--- config.mk ---
export PLATFORM = sky130hd
export DESIGN_NAME = video_test_pattern_generator_core_flat
export DESIGN_NICKNAME = d
export VERILOG_FILES = /design/src/rtl/vtpg_pkg.sv /design/src/rtl/vtpg_if.sv /design/src/rtl/vtpg_pixel.sv /design/src/rtl/video_test_pattern_generator_core.sv /design/src/flat_wrapper.sv
export VERILOG_INCLUDE_DIRS = /design/src /design/src/rtl
export SDC_FILE = /design/constraint.sdc
export NUM_CORES = 1
export LEC_CHECK = 0
export BUFFER_PORTS_ARGS = -buffer_cell sky130_fd_sc_hd__buf_4
export CAP_MARGIN = 20
export CORE_MARGIN = 1
export CORE_UTILIZATION = 55
export DETAILED_ROUTE_END_ITERATION = 16
export PLACE_DENSITY_LB_ADDON = 0.08
export SLEW_MARGIN = 20
export SYNTH_ARGS = -nofsm -noshare
export SYNTH_HDL_FRONTEND = slang
export SYNTH_SLANG_ARGS = --single-unit
--- constraint.sdc ---
create_clock -name clk_i -period 6.3 [get_ports clk_i]
set_clock_uncertainty 0.05 [all_clocks]
set_input_delay 0.945 -clock clk_i [delete_from_list [all_inputs] [get_ports clk_i]]
set_output_delay 0.945 -clock clk_i [all_outputs]
set_load 0.005 [all_outputs]
--- src/rtl/video_test_pattern_generator_core_macros.svh ---
// ----------------------------------------------------------------------------
// video test pattern generator assertion macros
// shared concurrent assertion forms, clocked on clk_i and quiet during reset
// ----------------------------------------------------------------------------
`ifndef VIDEO_TEST_PATTERN_GENERATOR_CORE_MACROS_SVH
`define VIDEO_TEST_PATTERN_GENERATOR_CORE_MACROS_SVH

// condition implies a fact in the same cycle
`define VTPG_ASSERT_SAME(lbl, ante, cons) \
  lbl: assert property (@(posedge clk_i) disable iff (!rst_ni) (ante) |-> (cons)) \
    else $error("vtpg assertion failed");

// condition implies a fact in the next cycle
`define VTPG_ASSERT_NEXT(lbl, ante, cons) \
  lbl: assert property (@(posedge clk_i) disable iff (!rst_ni) (ante) |=> (cons)) \
    else $error("vtpg assertion failed");

`endif

--- src/rtl/vtpg_pkg.sv ---
// ----------------------------------------------------------------------------
// vtpg_pkg
// types, codes and geometry constants of the video test pattern generator
// ----------------------------------------------------------------------------
package vtpg_pkg;

  localparam int unsigned ScreenWidth  = 240;
  localparam int unsigned ScreenHeight = 160;

  localparam int unsigned CmdW   = 1;
  localparam int unsigned KeysW  = 7;
  localparam int unsigned CoordW = 8;
  localparam int unsigned KindW  = 3;
  localparam int unsigned BarW   = 3;
  localparam int unsigned GreyW  = 5;
  localparam int unsigned PanelW = 3;
  localparam int unsigned FrameW = 5;
  localparam int unsigned HoldW  = 8;

  // apb register map
  localparam int unsigned PaddrW = 2;
  localparam int unsigned PdataW = 32;
  localparam logic [PaddrW-1:0] AddrPanelHold = 2'd0;
  localparam logic [HoldW-1:0]  HoldReset     = 8'd128;

  // key masks: a, right, r step forward; b, left, l step back
  localparam logic [KeysW-1:0] KeysFwd   = 7'h29;
  localparam logic [KeysW-1:0] KeysBack  = 7'h16;
  localparam int unsigned      KeyStart  = 6;

  // picture geometry
  localparam logic [CoordW-1:0] AreaTop   = 8'd8;
  localparam logic [CoordW-1:0] AreaBot   = 8'd136;
  localparam logic [CoordW-1:0] BarsRows  = 8'd90;
  localparam logic [CoordW-1:0] DimRow    = 8'd137;
  localparam logic [CoordW-1:0] BandTop   = 8'd138;
  localparam logic [CoordW-1:0] BandEnd   = 8'd150;
  localparam logic [CoordW-1:0] XLast     = 8'd239;
  localparam logic [CoordW-1:0] YLast     = 8'd159;
  localparam logic [CoordW-1:0] XMid      = 8'd120;
  localparam logic [CoordW-1:0] XHalfIn   = 8'd80;
  localparam logic [CoordW-1:0] XHalfOut  = 8'd160;
  localparam logic [CoordW-1:0] HatchRow  = 8'd135;
  localparam logic [CoordW-1:0] CrossTop  = 8'd48;
  localparam logic [CoordW-1:0] CrossEnd  = 8'd72;
  localparam logic [CoordW-1:0] CrossLeft = 8'd96;
  localparam logic [CoordW-1:0] CrossRite = 8'd144;
  localparam logic [CoordW-1:0] SwatchTop = 8'd116;
  localparam logic [CoordW-1:0] SwatchEnd = 8'd134;

  // x/15 as (x*137)>>11, exact for x below 256
  localparam logic [CoordW-1:0] Div15Mul   = 8'd137;
  // x*31/239 as (x*272025)>>21, exact for x below 240
  localparam logic [18:0]       RampMul    = 19'd272025;

  typedef enum logic [CmdW-1:0] {
    CMD_TICK  = 1'b0,
    CMD_PIXEL = 1'b1
  } cmd_e;

  typedef enum logic [KindW-1:0] {
    KIND_BLACK = 3'd0,
    KIND_WHITE = 3'd1,
    KIND_RED   = 3'd2,
    KIND_BLUE  = 3'd3,
    KIND_DIM   = 3'd4,
    KIND_BAR   = 3'd5,
    KIND_GREY  = 3'd6
  } kind_e;

  typedef enum logic [PanelW-1:0] {
    CARD_BARS  = 3'd0,
    CARD_HATCH = 3'd1,
    CARD_BURST = 3'd2,
    CARD_CHECK = 3'd3,
    CARD_EDGE  = 3'd4
  } panel_e;

  // sequencer state seen by the pixel classifier
  typedef struct packed {
    panel_e            panel;
    logic [FrameW-1:0] frame_low;
  } view_t;

  function automatic panel_e panel_next(panel_e p);
    panel_e r;
    case (p)
      CARD_BARS:  r = CARD_HATCH;
      CARD_HATCH: r = CARD_BURST;
      CARD_BURST: r = CARD_CHECK;
      CARD_CHECK: r = CARD_EDGE;
      default:    r = CARD_BARS;
    endcase
    return r;
  endfunction

  function automatic panel_e panel_prev(panel_e p);
    panel_e r;
    case (p)
      CARD_HATCH: r = CARD_BARS;
      CARD_BURST: r = CARD_HATCH;
      CARD_CHECK: r = CARD_BURST;
      CARD_EDGE:  r = CARD_CHECK;
      default:    r = CARD_EDGE;
    endcase
    return r;
  endfunction

endpackage

--- src/rtl/vtpg_if.sv ---
// ----------------------------------------------------------------------------
// vtpg channel interfaces
// valid/ready channels for request items and result items
// ----------------------------------------------------------------------------
interface vtpg_in_if;
  logic                          valid;
  logic                          ready;
  logic [vtpg_pkg::CmdW-1:0]     cmd;
  logic [vtpg_pkg::KeysW-1:0]    keys;
  logic [vtpg_pkg::CoordW-1:0]   pix_x;
  logic [vtpg_pkg::CoordW-1:0]   pix_y;

  modport source (output valid, cmd, keys, pix_x, pix_y, input ready);
  modport sink   (input valid, cmd, keys, pix_x, pix_y, output ready);
endinterface

interface vtpg_out_if;
  logic                          valid;
  logic                          ready;
  logic [vtpg_pkg::KindW-1:0]    color_kind;
  logic [vtpg_pkg::BarW-1:0]     bar_index;
  logic [vtpg_pkg::GreyW-1:0]    gray_level;
  logic [vtpg_pkg::PanelW-1:0]   panel;
  logic                          redraw;

  modport source (output valid, color_kind, bar_index, gray_level, panel, redraw,
                  input ready);
  modport sink   (input valid, color_kind, bar_index, gray_level, panel, redraw,
                  output ready);
endinterface

--- src/rtl/vtpg_pixel.sv ---
// ----------------------------------------------------------------------------
// vtpg_pixel
// colour classifier for one pixel: panel art, border, checker, dim row, band
// ----------------------------------------------------------------------------
module vtpg_pixel (
  input  vtpg_pkg::view_t                view_i,
  input  logic [vtpg_pkg::CoordW-1:0]    pix_x_i,
  input  logic [vtpg_pkg::CoordW-1:0]    pix_y_i,
  output vtpg_pkg::kind_e                kind_o,
  output logic [vtpg_pkg::BarW-1:0]      bar_o,
  output logic [vtpg_pkg::GreyW-1:0]     grey_o
);

  logic [15:0] div15_prod;
  logic [3:0]  col15;
  logic [25:0] ramp_prod;
  logic [4:0]  ramp_grey;
  logic [7:0]  ry;
  logic [7:0]  cross_i;
  logic [8:0]  band_p;
  logic [3:0]  x_lo;
  logic        on_screen;
  logic        in_area;

  assign div15_prod = {8'b0, pix_x_i} * {8'b0, vtpg_pkg::Div15Mul};
  assign col15      = div15_prod[14:11];
  assign ramp_prod  = {18'b0, pix_x_i} * {7'b0, vtpg_pkg::RampMul};
  assign ramp_grey  = ramp_prod[25:21];
  assign ry         = pix_y_i - vtpg_pkg::AreaTop;
  assign cross_i    = pix_y_i - vtpg_pkg::CrossTop;
  assign band_p     = {1'b0, pix_x_i} + {4'b0, view_i.frame_low};
  assign x_lo       = pix_x_i[3:0];
  assign on_screen  = (pix_x_i <= vtpg_pkg::XLast) && (pix_y_i <= vtpg_pkg::YLast);
  assign in_area    = (pix_y_i >= vtpg_pkg::AreaTop) && (pix_y_i < vtpg_pkg::AreaBot);

  always_comb begin
    kind_o = vtpg_pkg::KIND_BLACK;
    bar_o  = '0;
    grey_o = '0;
    if (on_screen) begin
      if (in_area) begin
        case (view_i.panel)
          vtpg_pkg::CARD_BARS: begin
            if (ry < vtpg_pkg::BarsRows) begin
              kind_o = vtpg_pkg::KIND_BAR;
              bar_o  = col15[3:1];
            end else begin
              // staircase, last step lifted to full white
              kind_o = vtpg_pkg::KIND_GREY;
              grey_o = {col15, &col15};
            end
          end
          vtpg_pkg::CARD_HATCH: begin
            if (x_lo == 4'd0 || pix_x_i == vtpg_pkg::XLast ||
                ry[3:0] == 4'd0 || pix_y_i == vtpg_pkg::HatchRow) begin
              kind_o = vtpg_pkg::KIND_WHITE;
            end
            if (pix_y_i >= vtpg_pkg::CrossTop && pix_y_i < vtpg_pkg::CrossEnd &&
                (pix_x_i == vtpg_pkg::CrossLeft + cross_i ||
                 pix_x_i == vtpg_pkg::CrossRite - cross_i)) begin
              kind_o = vtpg_pkg::KIND_RED;
            end
          end
          vtpg_pkg::CARD_BURST: begin
            // pitch doubles every 32 rows, last row of each group blank
            if (ry[4:0] != 5'd31 && !x_lo[ry[6:5]]) begin
              kind_o = vtpg_pkg::KIND_WHITE;
            end
          end
          vtpg_pkg::CARD_EDGE: begin
            if (!ry[6]) begin
              kind_o = vtpg_pkg::KIND_GREY;
              grey_o = ramp_grey;
            end else begin
              kind_o = (pix_x_i < vtpg_pkg::XMid) ? vtpg_pkg::KIND_BLACK
                                                 : vtpg_pkg::KIND_WHITE;
              if (pix_y_i >= vtpg_pkg::SwatchTop && pix_y_i < vtpg_pkg::SwatchEnd) begin
                if (pix_x_i >= vtpg_pkg::XHalfIn && pix_x_i < vtpg_pkg::XMid) begin
                  kind_o = vtpg_pkg::KIND_RED;
                end else if (pix_x_i >= vtpg_pkg::XMid && pix_x_i < vtpg_pkg::XHalfOut) begin
                  kind_o = vtpg_pkg::KIND_BLUE;
                end
              end
            end
          end
          default: begin
          end
        endcase
      end

      if (pix_x_i == '0 || pix_y_i == '0 ||
          pix_x_i == vtpg_pkg::XLast || pix_y_i == vtpg_pkg::YLast) begin
        kind_o = vtpg_pkg::KIND_WHITE;
        bar_o  = '0;
        grey_o = '0;
      end

      // checker flips every frame and covers the border
      if (view_i.panel == vtpg_pkg::CARD_CHECK && in_area) begin
        kind_o = (pix_x_i[3] ^ ry[3] ^ view_i.frame_low[0]) ? vtpg_pkg::KIND_WHITE
                                                             : vtpg_pkg::KIND_BLACK;
        bar_o  = '0;
        grey_o = '0;
      end

      if (pix_y_i == vtpg_pkg::DimRow) begin
        kind_o = vtpg_pkg::KIND_DIM;
        bar_o  = '0;
        grey_o = '0;
      end

      // scrolling band of bars with white separators
      if (pix_y_i >= vtpg_pkg::BandTop && pix_y_i < vtpg_pkg::BandEnd) begin
        grey_o = '0;
        if (band_p[4:0] == 5'd0) begin
          kind_o = vtpg_pkg::KIND_WHITE;
          bar_o  = '0;
        end else begin
          kind_o = vtpg_pkg::KIND_BAR;
          bar_o  = band_p[7:5];
        end
      end
    end
  end

endmodule

--- src/rtl/video_test_pattern_generator_core.sv ---
// ----------------------------------------------------------------------------
// video_test_pattern_generator_core
// frame sequencer and per-pixel colour classifier for a 240x160 test card
// ----------------------------------------------------------------------------
// usage:
//   in_ch carries requests: cmd 0 is a frame tick with the key bitmap, cmd 1
//   asks for the colour class of pixel (pix_x, pix_y). out_ch returns one
//   transaction per request, in order: colour class, bar index, grey level,
//   current panel and, for ticks, the redraw flag.
//   a request is captured in an input register, classified or applied to the
//   sequencer once the output register can take a result, and written to
//   that register, which drives out_ch. one request per cycle is sustained
//   while out_ch is ready; the classifier is a single pass of logic with
//   two constant multiplies, and the sequencer updates in the same cycle.
//   when out_ch stalls, the held result and one captured request wait and
//   in_ch.ready drops only once both are full.
//   the apb port holds panel_hold_frames at address 0; write it only while
//   no request is in flight.
//   reset: bars panel, auto mode, frame count 31, redraw pending, hold 128.
// ----------------------------------------------------------------------------
`include "video_test_pattern_generator_core_macros.svh"

module video_test_pattern_generator_core (
  input  logic                               clk_i,
  input  logic                               rst_ni,
  vtpg_in_if.sink                            in_ch,
  vtpg_out_if.source                         out_ch,
  input  logic                               psel,
  input  logic                               penable,
  input  logic                               pwrite,
  input  logic [vtpg_pkg::PaddrW-1:0]        paddr,
  input  logic [vtpg_pkg::PdataW-1:0]        pwdata,
  output logic [vtpg_pkg::PdataW-1:0]        prdata,
  output logic                               pready
);

  // input register
  logic                              req_valid_q;
  vtpg_pkg::cmd_e                    req_cmd_q;
  logic [vtpg_pkg::KeysW-1:0]        req_keys_q;
  logic [vtpg_pkg::CoordW-1:0]       req_x_q;
  logic [vtpg_pkg::CoordW-1:0]       req_y_q;

  // result register
  logic                              res_valid_q;
  vtpg_pkg::kind_e                   res_kind_q;
  logic [vtpg_pkg::BarW-1:0]         res_bar_q;
  logic [vtpg_pkg::GreyW-1:0]        res_grey_q;
  vtpg_pkg::panel_e                  res_panel_q;
  logic                              res_redraw_q;

  // sequencer state
  logic [vtpg_pkg::HoldW-1:0]        hold_frames_q;
  vtpg_pkg::panel_e                  panel_sel_q, panel_sel_d;
  logic [vtpg_pkg::HoldW-1:0]        hold_count_q, hold_count_d;
  logic                              manual_q, manual_d;
  logic [vtpg_pkg::KeysW-1:0]        last_keys_q;
  logic [vtpg_pkg::FrameW-1:0]       frame_low_q;
  logic                              redraw_pend_q;

  logic                              in_acc;
  logic                              res_adv;
  logic                              proc;
  logic                              tick_fire;
  logic                              cfg_wr;
  logic [vtpg_pkg::KeysW-1:0]        hit;
  logic                              step_fwd;
  logic                              step_back;
  logic                              step_auto;
  logic [vtpg_pkg::HoldW-1:0]        hold_inc;
  vtpg_pkg::panel_e                  panel_man;
  vtpg_pkg::view_t                   view;
  vtpg_pkg::kind_e                   px_kind;
  logic [vtpg_pkg::BarW-1:0]         px_bar;
  logic [vtpg_pkg::GreyW-1:0]        px_grey;

  // handshakes
  assign res_adv      = !res_valid_q || out_ch.ready;
  assign proc         = req_valid_q && res_adv;
  assign in_ch.ready  = !req_valid_q || res_adv;
  assign in_acc       = in_ch.valid && in_ch.ready;
  assign tick_fire    = proc && (req_cmd_q == vtpg_pkg::CMD_TICK);

  assign cfg_wr  = psel && penable && pwrite && (paddr == vtpg_pkg::AddrPanelHold);
  assign pready  = 1'b1;
  assign prdata  = (paddr == vtpg_pkg::AddrPanelHold)
                   ? {{(vtpg_pkg::PdataW - vtpg_pkg::HoldW){1'b0}}, hold_frames_q}
                   : '0;

  // tick: key edges first, then automatic advance outside manual mode
  assign hit       = req_keys_q & ~last_keys_q;
  assign step_fwd  = |(hit & vtpg_pkg::KeysFwd);
  assign step_back = |(hit & vtpg_pkg::KeysBack);
  assign hold_inc  = hold_count_q + 8'd1;

  always_comb begin
    panel_man = panel_sel_q;
    if (step_fwd) begin
      panel_man = vtpg_pkg::panel_next(panel_man);
    end
    if (step_back) begin
      panel_man = vtpg_pkg::panel_prev(panel_man);
    end
    manual_d = manual_q | step_fwd | step_back;
    if (hit[vtpg_pkg::KeyStart]) begin
      manual_d = 1'b0;
    end
    step_auto    = 1'b0;
    hold_count_d = hold_count_q;
    panel_sel_d  = panel_man;
    if (!manual_d) begin
      hold_count_d = hold_inc;
      if (hold_inc >= hold_frames_q) begin
        hold_count_d = '0;
        step_auto    = 1'b1;
        panel_sel_d  = vtpg_pkg::panel_next(panel_man);
      end
    end
  end

  assign view.panel     = panel_sel_q;
  assign view.frame_low = frame_low_q;

  vtpg_pixel u_pixel (
    .view_i  (view),
    .pix_x_i (req_x_q),
    .pix_y_i (req_y_q),
    .kind_o  (px_kind),
    .bar_o   (px_bar),
    .grey_o  (px_grey)
  );

  always_ff @(posedge clk_i or negedge rst_ni) begin
    if (!rst_ni) begin
      req_valid_q   <= 1'b0;
      res_valid_q   <= 1'b0;
      hold_frames_q <= vtpg_pkg::HoldReset;
      panel_sel_q   <= vtpg_pkg::CARD_BARS;
      hold_count_q  <= '0;
      manual_q      <= 1'b0;
      last_keys_q   <= '0;
      frame_low_q   <= '1;
      redraw_pend_q <= 1'b1;
    end else begin
      if (in_acc) begin
        req_valid_q <= 1'b1;
      end else if (proc) begin
        req_valid_q <= 1'b0;
      end
      if (proc) begin
        res_valid_q <= 1'b1;
      end else if (out_ch.ready) begin
        res_valid_q <= 1'b0;
      end
      if (cfg_wr) begin
        hold_frames_q <= pwdata[vtpg_pkg::HoldW-1:0];
      end
      if (tick_fire) begin
        panel_sel_q   <= panel_sel_d;
        hold_count_q  <= hold_count_d;
        manual_q      <= manual_d;
        last_keys_q   <= req_keys_q;
        frame_low_q   <= frame_low_q + 5'd1;
        redraw_pend_q <= 1'b0;
      end
    end
  end

  // payload registers
  always_ff @(posedge clk_i) begin
    if (in_acc) begin
      req_cmd_q  <= vtpg_pkg::cmd_e'(in_ch.cmd);
      req_keys_q <= in_ch.keys;
      req_x_q    <= in_ch.pix_x;
      req_y_q    <= in_ch.pix_y;
    end
    if (proc) begin
      if (req_cmd_q == vtpg_pkg::CMD_TICK) begin
        res_kind_q   <= vtpg_pkg::KIND_BLACK;
        res_bar_q    <= '0;
        res_grey_q   <= '0;
        res_panel_q  <= panel_sel_d;
        res_redraw_q <= redraw_pend_q | step_fwd | step_back | step_auto;
      end else begin
        res_kind_q   <= px_kind;
        res_bar_q    <= px_bar;
        res_grey_q   <= px_grey;
        res_panel_q  <= panel_sel_q;
        res_redraw_q <= 1'b0;
      end
    end
  end

  assign out_ch.valid      = res_valid_q;
  assign out_ch.color_kind = res_kind_q;
  assign out_ch.bar_index  = res_bar_q;
  assign out_ch.gray_level = res_grey_q;
  assign out_ch.panel      = res_panel_q;
  assign out_ch.redraw     = res_redraw_q;

  `VTPG_ASSERT_SAME(a_panel_range, out_ch.valid, out_ch.panel <= vtpg_pkg::CARD_EDGE)
  `VTPG_ASSERT_SAME(a_redraw_tick_only, out_ch.valid && out_ch.redraw,
                    out_ch.color_kind == vtpg_pkg::KIND_BLACK && out_ch.gray_level == '0)
  `VTPG_ASSERT_NEXT(a_panel_hold, !tick_fire, $stable(panel_sel_q) && $stable(frame_low_q))
  `VTPG_ASSERT_NEXT(a_result_follows, proc, out_ch.valid)

endmodule

--- src/flat_wrapper.sv ---
// flat-port wrapper written by rule: the top's interface ports become plain ports
module video_test_pattern_generator_core_flat 
  (clk_i, rst_ni, psel, penable, pwrite, paddr, pwdata, prdata, pready, in_ch_valid, in_ch_cmd, in_ch_keys, in_ch_pix_x, in_ch_pix_y, in_ch_ready, out_ch_valid, out_ch_color_kind, out_ch_bar_index, out_ch_gray_level, out_ch_panel, out_ch_redraw, out_ch_ready);
  vtpg_in_if in_ch_i ();
  vtpg_out_if out_ch_i ();
  input  logic clk_i;
  input  logic rst_ni;
  input  logic psel;
  input  logic penable;
  input  logic pwrite;
  input  logic [vtpg_pkg::PaddrW-1:0] paddr;
  input  logic [vtpg_pkg::PdataW-1:0] pwdata;
  output logic [vtpg_pkg::PdataW-1:0] prdata;
  output logic pready;
  input wire logic [$bits(in_ch_i.valid)-1:0] in_ch_valid;
  input wire logic [$bits(in_ch_i.cmd)-1:0] in_ch_cmd;
  input wire logic [$bits(in_ch_i.keys)-1:0] in_ch_keys;
  input wire logic [$bits(in_ch_i.pix_x)-1:0] in_ch_pix_x;
  input wire logic [$bits(in_ch_i.pix_y)-1:0] in_ch_pix_y;
  output wire logic [$bits(in_ch_i.ready)-1:0] in_ch_ready;
  output wire logic [$bits(out_ch_i.valid)-1:0] out_ch_valid;
  output wire logic [$bits(out_ch_i.color_kind)-1:0] out_ch_color_kind;
  output wire logic [$bits(out_ch_i.bar_index)-1:0] out_ch_bar_index;
  output wire logic [$bits(out_ch_i.gray_level)-1:0] out_ch_gray_level;
  output wire logic [$bits(out_ch_i.panel)-1:0] out_ch_panel;
  output wire logic [$bits(out_ch_i.redraw)-1:0] out_ch_redraw;
  input wire logic [$bits(out_ch_i.ready)-1:0] out_ch_ready;
  assign in_ch_i.valid = in_ch_valid;
  assign in_ch_i.cmd = in_ch_cmd;
  assign in_ch_i.keys = in_ch_keys;
  assign in_ch_i.pix_x = in_ch_pix_x;
  assign in_ch_i.pix_y = in_ch_pix_y;
  assign in_ch_ready = in_ch_i.ready;
  assign out_ch_valid = out_ch_i.valid;
  assign out_ch_color_kind = out_ch_i.color_kind;
  assign out_ch_bar_index = out_ch_i.bar_index;
  assign out_ch_gray_level = out_ch_i.gray_level;
  assign out_ch_panel = out_ch_i.panel;
  assign out_ch_redraw = out_ch_i.redraw;
  assign out_ch_i.ready = out_ch_ready;
  video_test_pattern_generator_core u_core (.clk_i(clk_i), .rst_ni(rst_ni), .in_ch(in_ch_i), .out_ch(out_ch_i), .psel(psel), .penable(penable), .pwrite(pwrite), .paddr(paddr), .pwdata(pwdata), .prdata(prdata), .pready(pready));
endmodule
==> impl_metrics.py <==
metrics = {
    "logic_synthesis": {
        "ys_seq_elements": 74,
        "synth_area_per_cell_um2": 9.67,
        "syn_area_um2": 6910,
        "synth_top_area_frac": 0.223,
        "synth_cell_type_count": 72,
        "synth-edff-count": 39,
        "yosys_most_used_dff": "edfxtp_1",
        "ys_warn_count": 0,
        "synthArstFlopShare": 0.473,
        "yosysTopAreaCell": "ha_1",
        "synth.area.top_cells": "ha_1, edfxtp_1, dfrtp_1",
        "synthCells": 715,
        "ys_seq_area_frac": 0.297,
    },
    "finish": {
        "final_util": 0.641,
        "n_antenna_cell": 0,
        "drive_gt1_frac": 0.151,
        "syn_to_final_growth_pct": 12.4,
        "final_cells": 949,
        "layout.nets": 981,
    },
    "global_routing": {
        "grt_usage": 0.246,
        "grt_overflow": 0,
        "antenna_found_initial": 0,
        "grt_pass1_wl_um": 25000,
        "grt_max_degree": 36,
        "grt_pass1_vias": 5231,
    },
    "timing": {
        "clock.fmax_ghz": 0.210,
        "setup_tns_ps": 0,
        "finalHoldViolCount": 0,
        "final.min_clock_period_ps": 4770,
        "slew_viol_final": 0,
        "setup_viol": 0,
        "max_slew_margin": 0.319,
        "grt_setup_unrepaired": "no",
        "fin_crit_sh": 0.758,
        "hold_ws_ps": 409,
        "tightest_slew_ps": 1020,
    },
    "floorplanning": {
        "io_pins": 115,
        "core_area_um2": 12100,
        "initial_utilization": 0.571,
        "die-area_um2": 13000,
        "die_h_um": 114,
        "fp.dieW_um": 114,
        "placementRows": 40,
    },
    "placed_design": {
        "gp_congestion": 0.868,
        "port_buffers": 65,
        "dpl.cell_count": 933,
        "hpwl_um": 11500,
    },
    "clocking": {
        "worstSkewPairLatency_ps": 340,
        "cts-resized-gates": 0,
        "postCtsSetupRepairBufs": 0,
        "clock_path_buffers": 2,
        "hold_buffers": 0,
        "cts.sinks": 74,
        "cts_tree": "done",
        "clock-root-buffer": "clkbuf_16",
        "cts-htree-levels": 3,
        "path_clk_slew_ps": 60,
        "cts_buffers": 9,
    },
    "critical_path": {
        "start_kind": "register",
        "cp_data_arrival_time_ps": 4810,
        "critPathRequiredTime_ps": 6340,
        "end_kind": "register",
        "reg2regPathDepth": 14,
        "cp_max_fo": 12,
        "rrSetupSlack_ps": 1530,
        "path_class": "register to register",
    },
    "power": {
        "powerDensity_nw_per_um2": 270,
        "power_mw": 2.09,
        "ir_drop_mv": 0.193,
        "static-leakage-power_nw": 3.65,
    },
    "routing": {
        "ant_nets": 0,
        "vias": 5393,
        "wl_um": 14900,
        "detail_route.iter0.violations": 349,
        "drcViolationCount": 0,
        "firstDrtPassIters": 5,
        "wl_per_cell_um": 15.7,
        "viasPerCell": 5.68,
    },
    "flow_run": {
        "cap_viol_max_count": 0,
    },
    "outcome": {
        "status": "finished clean",
    },
    "min_path": {
        "min-delay-path-class": "register to register",
        "holdPathStages": 2,
    },
}
==> per-layer routing <==
metal,up-vias,global-route usage,share of wire
met4,0,0.101,0.020
met5,-,0,0
met3,25,0.0466,0.067
met2,193,0.381,0.46
li1,2632,-,-
met1,2543,0.338,0.45
==> worst max-delay path, stage by stage, from the launching register on <==
cell      delay, ps
edfxtp_1        720
inv_1           280
ha_1            400
ha_1            320
fa_1            490
ha_1            310
ha_1            310
a211oi_1        240
nor2_1           80
nor3_1          290
a21boi_0        180
o31a_1          280
o21ai_0         330
xor2_1          170
o21ai_0          80
==> through the flow <==
stage               instance area (um2)  worst slack (ps)
floorplan                          7000              1860
global placement                   7470              1600
detailed placement                 7470              1590
CTS                                7770              1550
global route                       7770              1200
finish                             7770              1530
==> state kept, by name, summed over array words and instances, names as in the netlist <==
name / count
u_core.last_keys_q: 7
u_core.out_ch.redraw: 1
u_core.req_cmd_q: 1
u_core.manual_q: 1
u_core.out_ch.color_kind: 3
u_core.hold_count_q: 8
u_core.out_ch.valid: 1
u_core.panel_sel_q: 3
u_core.out_ch.gray_level: 5
u_core.req_y_q: 8
u_core.redraw_pend_q: 1
u_core.hold_frames_q: 8
u_core.req_x_q: 8
u_core.out_ch.bar_index: 3
u_core.frame_low_q: 5
u_core.out_ch.panel: 3
u_core.req_valid_q: 1
u_core.req_keys_q: 7
==> worst paths after layout <==
kind                                                  startpoint                                   endpoint
max in group asynchronous                                 rst_ni           u_core.redraw_pend_q$_DFFE_PN1P_
worst max register to register       u_core.req_x_q[2]$_DFFE_PP_  u_core.out_ch.gray_level[2]$_SDFFCE_PP0P_
worst max-delay path                 u_core.req_x_q[2]$_DFFE_PP_  u_core.out_ch.gray_level[2]$_SDFFCE_PP0P_
worst min register to register  u_core.redraw_pend_q$_DFFE_PN1P_           u_core.redraw_pend_q$_DFFE_PN1P_
min in group asynchronous                                 rst_ni        u_core.hold_frames_q[2]$_DFFE_PN0P_
worst min-delay path            u_core.redraw_pend_q$_DFFE_PN1P_           u_core.redraw_pend_q$_DFFE_PN1P_
==> synth_stat cells, types with 4 or more instances <==
cell type and count:
ha_1 123, inv_1 62, nand2_1 60, nor2_1 40, edfxtp_1 39, o21ai_0 30
dfrtp_1 28, xnor2_1 28, buf_4 26, a21oi_1 24, nand4_1 19, nor3_1 18
fa_1 17, nand3_1 16, xor2_1 15, nand2b_1 12, clkbuf_1 10, mux2_2 10
nor2b_1 8, a31oi_1 7, dfstp_2 7, or3_1 7, and2_1 6, a21o_1 5
a22oi_1 5, o21ai_1 5, and3_1 4, and4_1 4, buf_2 4, o22ai_1 4
or2_2 4
==> layout make-up <==
cell class	instances	area (um2)
clock buffer	10	250
fill	1000	4340
sequential	74	2060
inverter	62	233
multi-input combinational	560	4450
clock inverter	6	51.3
tap	168	210
timing repair buffer	69	518
==> power by group <==
| group | leakage (nW) | total (mW) | internal, mW | switching, mW |
|---|---|---|---|---|
| logic | 2.70 | 0.869 | 0.393 | 0.476 |
| clock network | 0.147 | 0.513 | 0.298 | 0.215 |
| registers | 0.807 | 0.713 | 0.609 | 0.103 |
==> cell families (layout without fill, tap and decap cells) <==
group / after synthesis / count (layout) / share of synthesized area
AOI/OAI and AO/OA: 128 / 128 / 0.127
xor gates and xnor gates: 43 / 43 / 0.0545
adders and majority gates: 140 / 140 / 0.272
buffers and inverters: 104 / 147 / 0.0713
DFF: 74 / 74 / 0.297
muxes: 14 / 14 / 0.0239
other: 2 / 25 / 0.00109
and+or+nand+nor: 210 / 210 / 0.153
==> layout by cell type (no fill, tap or decap), drive strengths merged, types with 15 or more instances in the layout <==
cell type  Yosys  final
edfxtp        39     39
nor2          40     40
ha           123    123
nand3         16     16
o21ai         37     37
xor2          15     15
a21oi         24     24
nor3          18     18
buf           32     69
fa            17     17
nand4         19     19
conb           2     25
xnor2         28     28
inv           62     67
nand2         61     61
dfrtp         28     28
Power figures use the tool's default switching activity.
